## config.mk

```make
export PLATFORM = sky130hd
export DESIGN_NAME = utf8_token_estimator_top
export DESIGN_NICKNAME = d
export VERILOG_FILES = /design/src/hw/rtl/ute_pkg.sv /design/src/hw/rtl/utf8_token_estimator_top.sv /design/src/hw/rtl/ute_front.sv /design/src/hw/rtl/ute_queue.sv /design/src/hw/rtl/ute_back.sv
export SDC_FILE = /design/constraint.sdc
export NUM_CORES = 2
export LEC_CHECK = 0
export ABC_CLOCK_PERIOD_IN_PS = 13550
export BUFFER_PORTS_ARGS = -buffer_cell sky130_fd_sc_hd__buf_2
export CORE_ASPECT_RATIO = 0.6
export CORE_MARGIN = 2
export CORE_UTILIZATION = 39
export DETAILED_ROUTE_END_ITERATION = 7
export PLACE_DENSITY = 0.56
export SLEW_MARGIN = 20
export SYNTH_ARGS = -nofsm -noshare
export SYNTH_HDL_FRONTEND = slang
export SYNTH_SLANG_ARGS = --single-unit
export TNS_END_PERCENT = 100
```

## constraint.sdc

```tcl
create_clock -name clk_i -period 13.55 [get_ports clk_i]
set_input_delay 0 -clock clk_i [delete_from_list [all_inputs] [get_ports clk_i]]
set_output_delay 0 -clock clk_i [all_outputs]
set_load 0.02 [all_outputs]
```

## src/hw/rtl/ute_pkg.sv

```systemverilog
package ute_pkg;

  // configuration register indexes
  typedef enum logic [2:0] {
    CFG_ASCII_RATE    = 3'd0,
    CFG_CJK_RATE      = 3'd1,
    CFG_OTHER_RATE    = 3'd2,
    CFG_MARGIN        = 3'd3,
    CFG_CONTEXT_LIMIT = 3'd4,
    CFG_RESERVED_OUT  = 3'd5
  } cfg_index_e;

  localparam int unsigned CFG_DATA_W = 32;
  localparam int unsigned CFG_INDEX_W = 3;

  typedef struct packed {
    logic [23:0] ascii_rate;
    logic [23:0] cjk_rate;
    logic [23:0] other_rate;
    logic [15:0] margin;
    logic [31:0] context_limit;
    logic [31:0] reserved_output;
  } cfg_t;

  localparam logic [23:0] ASCII_RATE_RST    = 24'd16384;
  localparam logic [23:0] CJK_RATE_RST      = 24'd65536;
  localparam logic [23:0] OTHER_RATE_RST    = 24'd32768;
  localparam logic [15:0] MARGIN_RST        = 16'd6554;
  localparam logic [31:0] CONTEXT_LIMIT_RST = 32'd8192;
  localparam logic [31:0] RESERVED_OUT_RST  = 32'd0;

  // utf-8 byte patterns
  localparam logic [7:0] CONT_MASK  = 8'hC0;
  localparam logic [7:0] CONT_CODE  = 8'h80;
  localparam logic [7:0] LEAD2_MASK = 8'hE0;
  localparam logic [7:0] LEAD2_CODE = 8'hC0;
  localparam logic [7:0] LEAD3_MASK = 8'hF0;
  localparam logic [7:0] LEAD3_CODE = 8'hE0;
  localparam logic [7:0] LEAD4_MASK = 8'hF8;
  localparam logic [7:0] LEAD4_CODE = 8'hF0;

  // cjk code point ranges
  localparam logic [20:0] CJK_EXT_A_LO = 21'h03400;
  localparam logic [20:0] CJK_EXT_A_HI = 21'h04DBF;
  localparam logic [20:0] CJK_BASE_LO  = 21'h04E00;
  localparam logic [20:0] CJK_BASE_HI  = 21'h09FFF;
  localparam logic [20:0] CJK_COMPAT_LO = 21'h0F900;
  localparam logic [20:0] CJK_COMPAT_HI = 21'h0FAFF;
  localparam logic [20:0] CJK_EXT_B_LO = 21'h20000;
  localparam logic [20:0] CJK_EXT_B_HI = 21'h2A6DF;
  localparam logic [20:0] CJK_EXT_C_LO = 21'h2A700;
  localparam logic [20:0] CJK_EXT_C_HI = 21'h2CEAF;
  localparam logic [20:0] CJK_SUPP_LO  = 21'h2F800;
  localparam logic [20:0] CJK_SUPP_HI  = 21'h2FA1F;

  // entries in the message queue
  localparam int unsigned QUEUE_DEPTH = 2;

  function automatic logic is_cjk(input logic [20:0] cp);
    return (cp >= CJK_EXT_A_LO  && cp <= CJK_EXT_A_HI)  ||
           (cp >= CJK_BASE_LO   && cp <= CJK_BASE_HI)   ||
           (cp >= CJK_COMPAT_LO && cp <= CJK_COMPAT_HI) ||
           (cp >= CJK_EXT_B_LO  && cp <= CJK_EXT_B_HI)  ||
           (cp >= CJK_EXT_C_LO  && cp <= CJK_EXT_C_HI)  ||
           (cp >= CJK_SUPP_LO   && cp <= CJK_SUPP_HI);
  endfunction

endpackage

```

## src/hw/rtl/utf8_token_estimator_top.sv

```systemverilog
// throughput: one byte per cycle while the message queue is not full; each message end
// takes the back end through its multiply, margin, rounding and total steps on its one
// shared multiplier, plus an emit step when it closes a request, and a two-entry message
// queue absorbs bursts
// reset: rst_ni is asynchronous, active low; clears decoder, counts, queue, total and
// output valid, and loads the registers with their default rates, margin and limits
module utf8_token_estimator_top #(
  parameter int unsigned COUNT_WIDTH = 24
) (
  input  logic                           clk_i,
  input  logic                           rst_ni,
  // configuration writes
  input  logic                           cfg_we_i,
  input  logic [ute_pkg::CFG_INDEX_W-1:0] cfg_index_i,
  input  logic [ute_pkg::CFG_DATA_W-1:0]  cfg_data_i,
  // byte stream in
  input  logic                           in_valid_i,
  output logic                           in_stall_o,
  input  logic [7:0]                     text_byte_i,
  input  logic                           message_end_i,
  input  logic                           request_end_i,
  // request results out
  output logic                           out_valid_o,
  input  logic                           out_stall_i,
  output logic [31:0]                    token_total_o,
  output logic                           over_limit_o
);
  import ute_pkg::*;

  localparam int unsigned CW      = COUNT_WIDTH;
  localparam int unsigned ENTRY_W = 3 * CW + 1;

  cfg_t cfg_q, cfg_d;

  // register file; write it only while the block is idle, which the block itself does not enforce
  always_comb begin
    cfg_d = cfg_q;
    if (cfg_we_i) begin
      case (cfg_index_e'(cfg_index_i))
        CFG_ASCII_RATE:    cfg_d.ascii_rate      = cfg_data_i[23:0];
        CFG_CJK_RATE:      cfg_d.cjk_rate        = cfg_data_i[23:0];
        CFG_OTHER_RATE:    cfg_d.other_rate      = cfg_data_i[23:0];
        CFG_MARGIN:        cfg_d.margin          = cfg_data_i[15:0];
        CFG_CONTEXT_LIMIT: cfg_d.context_limit   = cfg_data_i;
        CFG_RESERVED_OUT:  cfg_d.reserved_output = cfg_data_i;
        default:           cfg_d = cfg_q;
      endcase
    end
  end

  always_ff @(posedge clk_i or negedge rst_ni) begin
    if (!rst_ni) begin
      cfg_q.ascii_rate      <= ASCII_RATE_RST;
      cfg_q.cjk_rate        <= CJK_RATE_RST;
      cfg_q.other_rate      <= OTHER_RATE_RST;
      cfg_q.margin          <= MARGIN_RST;
      cfg_q.context_limit   <= CONTEXT_LIMIT_RST;
      cfg_q.reserved_output <= RESERVED_OUT_RST;
    end else begin
      cfg_q <= cfg_d;
    end
  end

  // front to queue
  logic               push;
  logic               queue_full;
  logic [CW-1:0]      push_ascii, push_cjk, push_other;
  logic               push_last;
  logic [ENTRY_W-1:0] push_entry;

  // queue to back
  logic               queue_empty;
  logic               pop;
  logic [ENTRY_W-1:0] head_entry;

  // decoder and per-message class counters, one byte per transfer
  ute_front #(
    .COUNT_WIDTH(CW)
  ) u_front (
    .clk_i         (clk_i),
    .rst_ni        (rst_ni),
    .in_valid_i    (in_valid_i),
    .in_stall_o    (in_stall_o),
    .text_byte_i   (text_byte_i),
    .message_end_i (message_end_i),
    .request_end_i (request_end_i),
    .queue_full_i  (queue_full),
    .push_o        (push),
    .push_ascii_o  (push_ascii),
    .push_cjk_o    (push_cjk),
    .push_other_o  (push_other),
    .push_last_o   (push_last)
  );

  // entry layout: request-end flag, then ascii, cjk and other counts
  assign push_entry = {push_last, push_ascii, push_cjk, push_other};

  // finished message counts wait here for the estimator
  ute_queue #(
    .WIDTH(ENTRY_W)
  ) u_queue (
    .clk_i   (clk_i),
    .rst_ni  (rst_ni),
    .push_i  (push),
    .data_i  (push_entry),
    .full_o  (queue_full),
    .pop_i   (pop),
    .empty_o (queue_empty),
    .data_o  (head_entry)
  );

  // estimate, margin, rounding, request total and budget check
  ute_back #(
    .COUNT_WIDTH(CW)
  ) u_back (
    .clk_i         (clk_i),
    .rst_ni        (rst_ni),
    .cfg_i         (cfg_q),
    .entry_valid_i (~queue_empty),
    .entry_ascii_i (head_entry[3*CW-1:2*CW]),
    .entry_cjk_i   (head_entry[2*CW-1:CW]),
    .entry_other_i (head_entry[CW-1:0]),
    .entry_last_i  (head_entry[3*CW]),
    .pop_o         (pop),
    .out_valid_o   (out_valid_o),
    .out_stall_i   (out_stall_i),
    .token_total_o (token_total_o),
    .over_limit_o  (over_limit_o)
  );

endmodule

```

## src/hw/rtl/ute_front.sv

```systemverilog
module ute_front #(
  parameter int unsigned COUNT_WIDTH = 24
) (
  input  logic                   clk_i,
  input  logic                   rst_ni,
  input  logic                   in_valid_i,
  output logic                   in_stall_o,
  input  logic [7:0]             text_byte_i,
  input  logic                   message_end_i,
  input  logic                   request_end_i,
  input  logic                   queue_full_i,
  output logic                   push_o,
  output logic [COUNT_WIDTH-1:0] push_ascii_o,
  output logic [COUNT_WIDTH-1:0] push_cjk_o,
  output logic [COUNT_WIDTH-1:0] push_other_o,
  output logic                   push_last_o
);
  import ute_pkg::*;

  localparam int unsigned CW = COUNT_WIDTH;

  logic [1:0]    needed_q, needed_d, needed_n;
  logic [1:0]    seen_q, seen_d, seen_n, seen_inc;
  logic [20:0]   point_q, point_d, point_n, pt_ext;
  logic [CW-1:0] ascii_q, ascii_d, ascii_sat;
  logic [CW-1:0] cjk_q, cjk_d, cjk_sat;
  logic [CW-1:0] other_q, other_d, other_sat;
  logic [CW:0]   ascii_sum, cjk_sum, other_sum;
  logic          accept, is_cont, closing, inc_a, inc_c;
  logic [2:0]    inc_o;

  assign accept     = in_valid_i & ~queue_full_i;
  assign in_stall_o = queue_full_i;
  assign is_cont    = (text_byte_i & CONT_MASK) == CONT_CODE;
  assign closing    = message_end_i | request_end_i;
  assign pt_ext     = {point_q[14:0], text_byte_i[5:0]};
  assign seen_inc   = seen_q + 2'd1;

  // per-byte decode: class increments and next decoder state
  always_comb begin
    inc_a    = 1'b0;
    inc_c    = 1'b0;
    inc_o    = 3'd0;
    needed_n = needed_q;
    seen_n   = seen_q;
    point_n  = point_q;
    if (needed_q != 2'd0 && is_cont) begin
      if (seen_inc == needed_q) begin
        if (pt_ext[20:7] == 14'd0) begin
          inc_a = 1'b1;
        end else if (is_cjk(pt_ext)) begin
          inc_c = 1'b1;
        end else begin
          inc_o = 3'd1;
        end
        needed_n = 2'd0;
        seen_n   = 2'd0;
        point_n  = 21'd0;
      end else begin
        seen_n  = seen_inc;
        point_n = pt_ext;
      end
    end else begin
      // broken sequence: lead plus continuations so far
      if (needed_q != 2'd0) begin
        inc_o = 3'd1 + {1'b0, seen_q};
      end
      needed_n = 2'd0;
      seen_n   = 2'd0;
      point_n  = 21'd0;
      if (!text_byte_i[7]) begin
        inc_a = 1'b1;
      end else if ((text_byte_i & LEAD2_MASK) == LEAD2_CODE) begin
        needed_n = 2'd1;
        point_n  = {16'd0, text_byte_i[4:0]};
      end else if ((text_byte_i & LEAD3_MASK) == LEAD3_CODE) begin
        needed_n = 2'd2;
        point_n  = {17'd0, text_byte_i[3:0]};
      end else if ((text_byte_i & LEAD4_MASK) == LEAD4_CODE) begin
        needed_n = 2'd3;
        point_n  = {18'd0, text_byte_i[2:0]};
      end else begin
        inc_o = inc_o + 3'd1;
      end
    end
    // sequence cut by message or request end
    if (closing && needed_n != 2'd0) begin
      inc_o = inc_o + 3'd1 + {1'b0, seen_n};
    end
  end

  assign ascii_sum = {1'b0, ascii_q} + (CW+1)'(inc_a);
  assign cjk_sum   = {1'b0, cjk_q} + (CW+1)'(inc_c);
  assign other_sum = {1'b0, other_q} + (CW+1)'(inc_o);
  assign ascii_sat = ascii_sum[CW] ? '1 : ascii_sum[CW-1:0];
  assign cjk_sat   = cjk_sum[CW] ? '1 : cjk_sum[CW-1:0];
  assign other_sat = other_sum[CW] ? '1 : other_sum[CW-1:0];

  always_comb begin
    needed_d = needed_q;
    seen_d   = seen_q;
    point_d  = point_q;
    ascii_d  = ascii_q;
    cjk_d    = cjk_q;
    other_d  = other_q;
    if (accept) begin
      if (closing) begin
        needed_d = 2'd0;
        seen_d   = 2'd0;
        point_d  = 21'd0;
        ascii_d  = '0;
        cjk_d    = '0;
        other_d  = '0;
      end else begin
        needed_d = needed_n;
        seen_d   = seen_n;
        point_d  = point_n;
        ascii_d  = ascii_sat;
        cjk_d    = cjk_sat;
        other_d  = other_sat;
      end
    end
  end

  always_ff @(posedge clk_i or negedge rst_ni) begin
    if (!rst_ni) begin
      needed_q <= 2'd0;
      seen_q   <= 2'd0;
      point_q  <= 21'd0;
      ascii_q  <= '0;
      cjk_q    <= '0;
      other_q  <= '0;
    end else begin
      needed_q <= needed_d;
      seen_q   <= seen_d;
      point_q  <= point_d;
      ascii_q  <= ascii_d;
      cjk_q    <= cjk_d;
      other_q  <= other_d;
    end
  end

  assign push_o       = accept & closing;
  assign push_ascii_o = ascii_sat;
  assign push_cjk_o   = cjk_sat;
  assign push_other_o = other_sat;
  assign push_last_o  = request_end_i;

endmodule

```

## src/hw/rtl/ute_queue.sv

```systemverilog
module ute_queue #(
  parameter int unsigned WIDTH = 73
) (
  input  logic             clk_i,
  input  logic             rst_ni,
  input  logic             push_i,
  input  logic [WIDTH-1:0] data_i,
  output logic             full_o,
  input  logic             pop_i,
  output logic             empty_o,
  output logic [WIDTH-1:0] data_o
);
  import ute_pkg::*;

  localparam int unsigned PTR_W  = (QUEUE_DEPTH > 1) ? $clog2(QUEUE_DEPTH) : 1;
  localparam int unsigned FILL_W = $clog2(QUEUE_DEPTH + 1);
  localparam logic [PTR_W-1:0]  LAST_PTR = PTR_W'(QUEUE_DEPTH - 1);
  localparam logic [FILL_W-1:0] FULL_FILL = FILL_W'(QUEUE_DEPTH);

  logic [WIDTH-1:0]  mem_q [QUEUE_DEPTH];
  logic [PTR_W-1:0]  wr_ptr_q, wr_ptr_d, rd_ptr_q, rd_ptr_d;
  logic [FILL_W-1:0] fill_q, fill_d;
  logic              do_push, do_pop;

  assign full_o  = fill_q == FULL_FILL;
  assign empty_o = fill_q == '0;
  assign do_push = push_i & ~full_o;
  assign do_pop  = pop_i & ~empty_o;
  assign data_o  = mem_q[rd_ptr_q];

  always_comb begin
    wr_ptr_d = wr_ptr_q;
    rd_ptr_d = rd_ptr_q;
    fill_d   = fill_q;
    if (do_push) begin
      wr_ptr_d = (wr_ptr_q == LAST_PTR) ? '0 : wr_ptr_q + PTR_W'(1);
    end
    if (do_pop) begin
      rd_ptr_d = (rd_ptr_q == LAST_PTR) ? '0 : rd_ptr_q + PTR_W'(1);
    end
    if (do_push && !do_pop) begin
      fill_d = fill_q + FILL_W'(1);
    end else if (do_pop && !do_push) begin
      fill_d = fill_q - FILL_W'(1);
    end
  end

  always_ff @(posedge clk_i) begin
    if (do_push) begin
      mem_q[wr_ptr_q] <= data_i;
    end
  end

  always_ff @(posedge clk_i or negedge rst_ni) begin
    if (!rst_ni) begin
      wr_ptr_q <= '0;
      rd_ptr_q <= '0;
      fill_q   <= '0;
    end else begin
      wr_ptr_q <= wr_ptr_d;
      rd_ptr_q <= rd_ptr_d;
      fill_q   <= fill_d;
    end
  end

endmodule

```

## src/hw/rtl/ute_back.sv

```systemverilog
module ute_back #(
  parameter int unsigned COUNT_WIDTH = 24
) (
  input  logic                   clk_i,
  input  logic                   rst_ni,
  input  ute_pkg::cfg_t          cfg_i,
  input  logic                   entry_valid_i,
  input  logic [COUNT_WIDTH-1:0] entry_ascii_i,
  input  logic [COUNT_WIDTH-1:0] entry_cjk_i,
  input  logic [COUNT_WIDTH-1:0] entry_other_i,
  input  logic                   entry_last_i,
  output logic                   pop_o,
  output logic                   out_valid_o,
  input  logic                   out_stall_i,
  output logic [31:0]            token_total_o,
  output logic                   over_limit_o
);
  import ute_pkg::*;

  localparam int unsigned CW     = COUNT_WIDTH;
  localparam int unsigned RAW_W  = CW + 26;      // sum of three CW x 24 products
  localparam int unsigned PROD_W = RAW_W + 17;   // raw times (1 + margin) in Q32

  typedef enum logic [3:0] {
    ST_IDLE,
    ST_MUL_A,
    ST_MUL_C,
    ST_MUL_O,
    ST_MARG_LO,
    ST_MARG_HI,
    ST_ROUND,
    ST_TOTAL,
    ST_EMIT
  } state_e;

  state_e            state_q, state_d;
  logic [CW-1:0]     a_q, a_d, c_q, c_d, o_q, o_d;
  logic              last_q, last_d;
  logic [RAW_W-1:0]  raw_q, raw_d;
  logic [PROD_W-1:0] val_q, val_d;
  logic [31:0]       est_q, est_d, total_q, total_d, token_total_q, token_total_d;
  logic              out_valid_q, out_valid_d, over_limit_q, over_limit_d;
  logic [31:0]       mul_a;
  logic [23:0]       mul_b;
  logic [55:0]       mul_p;
  logic [63:0]       whole;
  logic [32:0]       total_sum, need_sum;

  // one shared multiplier, operands picked by step
  always_comb begin
    mul_a = '0;
    mul_b = '0;
    case (state_q)
      ST_MUL_A: begin
        mul_a = 32'(a_q);
        mul_b = cfg_i.ascii_rate;
      end
      ST_MUL_C: begin
        mul_a = 32'(c_q);
        mul_b = cfg_i.cjk_rate;
      end
      ST_MUL_O: begin
        mul_a = 32'(o_q);
        mul_b = cfg_i.other_rate;
      end
      ST_MARG_LO: begin
        mul_a = raw_q[31:0];
        mul_b = {8'd0, cfg_i.margin};
      end
      ST_MARG_HI: begin
        mul_a = 32'(raw_q >> 32);
        mul_b = {8'd0, cfg_i.margin};
      end
      default: begin
        mul_a = '0;
        mul_b = '0;
      end
    endcase
  end

  assign mul_p     = {24'd0, mul_a} * {32'd0, mul_b};
  assign whole     = 64'(val_q >> 32) + ((val_q[31:0] != 32'd0) ? 64'd1 : 64'd0);
  assign total_sum = {1'b0, total_q} + {1'b0, est_q};
  assign need_sum  = {1'b0, total_q} + {1'b0, cfg_i.reserved_output};
  assign pop_o     = (state_q == ST_IDLE) & entry_valid_i;

  always_comb begin
    state_d       = state_q;
    a_d           = a_q;
    c_d           = c_q;
    o_d           = o_q;
    last_d        = last_q;
    raw_d         = raw_q;
    val_d         = val_q;
    est_d         = est_q;
    total_d       = total_q;
    token_total_d = token_total_q;
    over_limit_d  = over_limit_q;
    out_valid_d   = out_valid_q & out_stall_i;
    case (state_q)
      ST_IDLE: begin
        if (entry_valid_i) begin
          a_d     = entry_ascii_i;
          c_d     = entry_cjk_i;
          o_d     = entry_other_i;
          last_d  = entry_last_i;
          state_d = ST_MUL_A;
        end
      end
      ST_MUL_A: begin
        raw_d   = RAW_W'(mul_p);
        state_d = ST_MUL_C;
      end
      ST_MUL_C: begin
        raw_d   = raw_q + RAW_W'(mul_p);
        state_d = ST_MUL_O;
      end
      ST_MUL_O: begin
        raw_d   = raw_q + RAW_W'(mul_p);
        state_d = ST_MARG_LO;
      end
      ST_MARG_LO: begin
        val_d   = (PROD_W'(raw_q) << 16) + PROD_W'(mul_p);
        state_d = ST_MARG_HI;
      end
      ST_MARG_HI: begin
        val_d   = val_q + (PROD_W'(mul_p) << 32);
        state_d = ST_ROUND;
      end
      ST_ROUND: begin
        est_d   = (whole > 64'hFFFF_FFFF) ? 32'hFFFF_FFFF : whole[31:0];
        state_d = ST_TOTAL;
      end
      ST_TOTAL: begin
        total_d = total_sum[32] ? 32'hFFFF_FFFF : total_sum[31:0];
        state_d = last_q ? ST_EMIT : ST_IDLE;
      end
      ST_EMIT: begin
        if (!out_valid_q || !out_stall_i) begin
          token_total_d = total_q;
          over_limit_d  = need_sum > {1'b0, cfg_i.context_limit};
          out_valid_d   = 1'b1;
          total_d       = 32'd0;
          state_d       = ST_IDLE;
        end
      end
      default: begin
        state_d = ST_IDLE;
      end
    endcase
  end

  always_ff @(posedge clk_i or negedge rst_ni) begin
    if (!rst_ni) begin
      state_q       <= ST_IDLE;
      a_q           <= '0;
      c_q           <= '0;
      o_q           <= '0;
      last_q        <= 1'b0;
      raw_q         <= '0;
      val_q         <= '0;
      est_q         <= 32'd0;
      total_q       <= 32'd0;
      token_total_q <= 32'd0;
      over_limit_q  <= 1'b0;
      out_valid_q   <= 1'b0;
    end else begin
      state_q       <= state_d;
      a_q           <= a_d;
      c_q           <= c_d;
      o_q           <= o_d;
      last_q        <= last_d;
      raw_q         <= raw_d;
      val_q         <= val_d;
      est_q         <= est_d;
      total_q       <= total_d;
      token_total_q <= token_total_d;
      over_limit_q  <= over_limit_d;
      out_valid_q   <= out_valid_d;
    end
  end

  assign out_valid_o   = out_valid_q;
  assign token_total_o = token_total_q;
  assign over_limit_o  = over_limit_q;

endmodule

```

---- After elaboration in Yosys (flattened, before gate mapping) ----
Memory sizes are Yosys's and may differ from the RTL's. A register that Yosys moved wholly into a read port is not among the register bits.
Cells that the tools add are included.
storage, ports and cells
  flip-flop bits (word level) ............. 466
  bits in writable memories ............... 146
  bits of input ports ..................... 50
  output and inout port bits .............. 35
  logic and storage cells ................. 194
  memories ................................ 1
operators by class
  $add $sub $neg .......................... 18
  $mul .................................... 1
  $lt $le $gt $ge ......................... 14
  eq/ne operators ......................... 21
  multiplexer cells ....................... 63
  bitwise logic cells ..................... 9
  reduce and logical (&&, ||, !) cells .... 44
memory list
  name           depth  width  rd ports  clocked after Yosys merged registers in  write ports  line             RTL
  u_queue.mem_q  2      73     1         1                                        1            ute_queue.sv:20  logic [WIDTH-1:0] mem_q [QUEUE_DEPTH];
operator list
  kind                  number
  $pmux 32 s5           1
  $mux 24               6
  $pmux 67 s2           1
  $pmux 50 s2           1
  $mux 32               3
  $pmux 24 s4           1
  $mux 15               5
  $add 66x56->67        1
  $add 67x67->67        1
  $add 32x32->33        2
  $add 35x64->64        1
  $gt 64x32->1 const B  1
  $pmux 32 s2           1
  $ge 21x18->1 const B  3
  $le 21x18->1 const B  3
  $mul 32x24->56        1
  $add 24x1->25         2
  $add 50x50->50        1
  $le 21x16->1 const B  2
  $pmux 4 s9            1
  $gt 33x32->1          1
  $mux 3                11
  $reduce_bool 32->1    1
  $add 24x3->25         1
  38 further kinds      118

---- Depth between registers and ports, before layout ----
  word-level depth ........................ 17
  gate-level depth with buffers ........... 48
  depth with buffers taken out ............ 41

---- Cells and area by module ----
From an unflattened synthesis, not the netlist that was laid out.
second synthesis, totals
  cells, all modules ...................... 7138
  area, all modules ....................... 66696.5 µm²
by module, submodules not included
  module                    times used  cells each  area an instance (µm²)  seq. area each (µm²)
  ute_back                  1           5725        48103.6                 7307.0
  ute_front                 1           840         6845.3                  2277.2
  utf8_token_estimator_top  1           327         6035.8                  3817.4
  ute_queue                 1           246         5711.7                  4484.3

---- Worst setup path before layout ----
Ideal clock, no wire load.
  kind .................................... register to register
  start ................................... reg u_back.state_q[0]
  end ..................................... reg u_back.val_q[66]
  library setup time ...................... 126 ps
  arrival time ............................ 10461 ps
  required time ........................... 13424 ps
  path slack .............................. 2963 ps
  cell stages (with the launch flop) ...... 48
  buffers on the path ..................... 8
  period minus slack after synthesis ...... 10587 ps
  path through ............................ dfrtp_1 > clkbuf_1 > nand2_1 > nor3_1 > buf_2 > buf_2 > buf_1 > nand2_1 > nand4_1 > clkbuf_1 > nand2_1 > fa_1 > inv_1 > fa_1 > inv_1 > fa_1 > inv_1 > fa_1 > (+12 left out) > o211ai_1 > a21o_1 > nand2_1 > a31oi_1 > xnor2_1 > ha_1 > clkbuf_1 > a21o_1 > a21o_1 > a21oi_1 > o22ai_1 > a211o_1 > o2111ai_1 > a21oi_1 > o22ai_1 > clkbuf_1 > nor4_1 > a221o_1
between the ends
  cells in the longest elaborated chain, start to end .. 6
  elaborated cells between the ends (all ways) .. 13
  classes of those cells .................. 2 x add/sub; 1 x mul; 5 x eq/ne; 3 x mux; 2 x reduce/logical
ends and longest elaborated chain
  item                                              line                              RTL
  start: declaration                                ute_back.sv:36                    state_e state_q, state_d;
  start signal: assignment                          ute_back.sv:168                   state_q <= state_d;
  $eq 4x3->1                                        ute_back.sv:53, ute_back.sv:100
  $reduce_or 2->1 (no line)                         n/a
  $pmux 24 s4                                       ute_back.sv:53                    case (state_q)
  $mul 32x24->56                                    ute_back.sv:81                    assign mul_p = {24'd0, mul_a} * {32'd0, mul_b};
  $add 67x67->67 or $add 66x56->67 (tied branches)  ute_back.sv:127, ute_back.sv:123
  $pmux 67 s2                                       ute_back.sv:100                   case (state_q)
  end signal: assignment                            ute_back.sv:174                   val_q <= val_d;
  end: declaration                                  ute_back.sv:40                    logic [PROD_W-1:0] val_q, val_d;
Several ways; a longest one is shown, not always the timed one.
A chain may end at the register's enable or synchronous reset.

---- Worst setup path in the final report ----
  start ................................... reg u_back.state_q[3]
  end ..................................... reg u_back.val_q[53]
Same word-level chain as after synthesis.

==> impl_metrics.json <==
{
  "io-pin-count": 85,
  "fmax_mhz": 76.7,
  "crit_path_frequent_cell": "fa_1",
  "drv_slew": 0,
  "synth-edff-count": 146,
  "initial_core_util_pct": 39.3,
  "max_stage_delay_ns": 0.85,
  "period_needed_ns": 13.03,
  "wire_per_inst_microns": 24.1,
  "grt_pass1_vias": 50997,
  "drive_gt1_share_pct": 8.47,
  "fp.dieArea_sq_mm": 0.169,
  "crit_slowest_cell": "nand2_1",
  "fin_setup_tns_ns": 0,
  "gp_congestion": 1.01,
  "wirelength_mm": 227,
  "cts_max_path_buffers": 3,
  "synth_area_sq_mm": 0.0646,
  "grt.overflow.total": 0,
  "critPathLaunchType": "flip-flop",
  "critPathLaunch": "u_back.state_q[3]",
  "cts_max_level": 3,
  "worst_pin_slew_ns": 1.15,
  "cts_tree": "built",
  "crit_fanout": 26,
  "syn_inst": 7052,
  "drc_errors": 0,
  "synth_seq_cells": 685,
  "yosysWarnings": 0,
  "drv_cap": 0,
  "drtPass1Iterations": 6,
  "core-area_sq_mm": 0.164,
  "ys_seq_area_share_pct": 27.7,
  "r2r_end": "u_back.val_q[53]",
  "synth.lib_cells_used.distinct": 96,
  "cts_buffers": 68,
  "hold_violations": 0,
  "clkSlewWorstSetupHoldPaths_ns": 0.07,
  "grt_antenna_before_repair": 6,
  "rsz0062_at_grt": "no",
  "reg2reg_slack_ns": 0.52,
  "post-route-util_pct": 43.2,
  "hold_class": "input pin to asynchronous set/reset pin",
  "syn_avg_cell_area_sq_um": 9.16,
  "post_cts_buffers": 0,
  "grt_pass1_wl_mm": 342,
  "die_y_microns": 319,
  "status": "finished clean",
  "crit_path_end_kind": "flip-flop",
  "detail-route-antenna-nets": 0,
  "track_usage_pct": 27.0,
  "final_common_cell": "nand2_1",
  "slew_headroom_pct": 23.0,
  "async_flop_share_pct": 78.7,
  "layout_common_cells": "nand2_1 (1017), inv_1 (856), fa_1 (665)",
  "fin_skew_ns": 0.0326,
  "num_rows": 115,
  "synthFlopType": "dfrtp_1",
  "syn2layout_area_growth_pct": 9.90,
  "dp_hpwl_mm": 182,
  "insertion_delay_ns": 0.68,
  "die_x_microns": 529,
  "place_ws_ns": 0.583,
  "nets": 8265,
  "cts_sinks": 685,
  "first_iter_violations": 5878,
  "place.port_buffers": 84,
  "clockRootBuffer": "clkbuf_16",
  "crit_arrival_ns": 13.59,
  "num_vias": 52723,
  "fin_crit_sh_pct": 96.2,
  "worstReg2RegStart": "u_back.state_q[3]",
  "r2r_cells": 36,
  "finalWorstSetupSlack_ns": 0.518,
  "finalSetupViolations": 0,
  "grt_max_degree": 100,
  "worstPathRequired_ns": 14.11,
  "drt-vias-per-instance": 5.60,
  "criticalPathCategory": "flip-flop to flip-flop"
}
## what timing repair did
action                                  in CTS  in global routing
hold endpoints to repair                   261                  0
resized for setup                            0                  2
hold buffers                                54                  0
endpoints found under the setup margin       0                  8
## per-layer routing
layer / global-route usage (%) / vias to the layer above / part of all wire, %
met3: 7.80 / 221 / 11
met2: 33.1 / 2204 / 36
met1: 44.9 / 26622 / 51
li1: - / 23670 / -
met4: 4.88 / 6 / 1.8
met5: 0 / - / 0.018
## metrics by stage
stage          std cells  area [sq um]  hold slack (ns)
6_report            9415         71000           0.0132
5_1_grt             9413         71000           0.0514
4_1_cts             9413         71000          0.00875
3_5_place_dp        9235         68100           0.0289
3_3_place_gp        9235         68100           0.0227
2_1_floorplan       7114         64800           -0.296
## state kept, by name, summed over array words and instances, names as in the netlist, 32 cells and up
register / cells
u_back.total_q: 32
u_queue.mem_q: 146
u_back.token_total_o: 32
u_back.val_q: 67
cfg_q: 152
u_back.est_q: 32
u_back.raw_q: 50
## synthesized netlist by cell type, drive strengths merged, types with 18 or more instances
master | number | area (sq um)
dfrtp | 528 | 13200
nor3 | 51 | 265
buf | 39 | 166
edfxtp | 146 | 4380
and3 | 63 | 394
a22oi | 46 | 345
xnor2 | 161 | 1410
nand2 | 1022 | 3840
mux2i | 79 | 791
nor2b | 23 | 144
o211ai | 21 | 158
o31ai | 18 | 145
a21oi | 462 | 2320
and2 | 64 | 400
o21a | 37 | 278
clkbuf | 315 | 1180
nand2b | 34 | 213
o21ai | 263 | 1320
a22o | 77 | 674
inv | 856 | 3210
ha | 414 | 5180
a31oi | 69 | 453
o21bai | 55 | 413
a21o | 142 | 1070
nand3 | 114 | 571
nor2 | 555 | 2090
xor2 | 145 | 1270
a211oi | 24 | 190
fa | 665 | 13300
and4 | 46 | 403
nor4 | 22 | 138
mux2 | 160 | 1800
nand4 | 96 | 601
## final cells by class
| cell class | instances | area (sq um) |
|---|---|---|
| tap | 2223 | 2780 |
| inverter | 856 | 3210 |
| clock buffer | 96 | 1960 |
| clock inverter | 28 | 364 |
| multi-input combinational | 5219 | 42500 |
| fill | 16103 | 93200 |
| timing repair buffer | 306 | 2250 |
| sequential | 685 | 17900 |
| antenna | 2 | 5.00 |
## cells by family after synthesis
family                   after synthesis  share of synthesized area, %
multiplexers                         239                          4.01
buffers and inverters               1210                          7.06
other                                  2                        0.0116
adder cells (fa/ha/maj)             1079                          28.6
XOR/XNOR                             306                          4.15
AO/OA/AOI/OAI                       1371                          13.6
AND/OR/NAND/NOR                     2160                          14.8
flip-flops                           685                          27.7
## worst max path at each step
stage / endpoint / slack, ns / cells past startpoint
detailed placement: u_back.val_q[53] / 0.58 / 34
floorplan: u_back.val_q[66] / 2.96 / 47
finish: u_back.val_q[53] / 0.52 / 36
global route: u_back.val_q[53] / 0.04 / 36
CTS: u_back.val_q[53] / 0.54 / 34
global placement: u_back.val_q[53] / 0.51 / 34
## critical path: cells and delay by family (launching register included)
| kind | cells | cell delay, ns |
|---|---|---|
| AOI/OAI and AO/OA | 13 | 3.62 |
| buffers and inverters | 4 | 0.57 |
| xor gates and xnor gates | 2 | 1.01 |
| DFF | 1 | 0.50 |
| adders and majority gates | 9 | 4.60 |
| and+or+nand+nor | 8 | 2.54 |
Power is left out: the tool's default activity adds up to more than one toggle a clock period on the data nets, which glitch-free logic cannot reach.
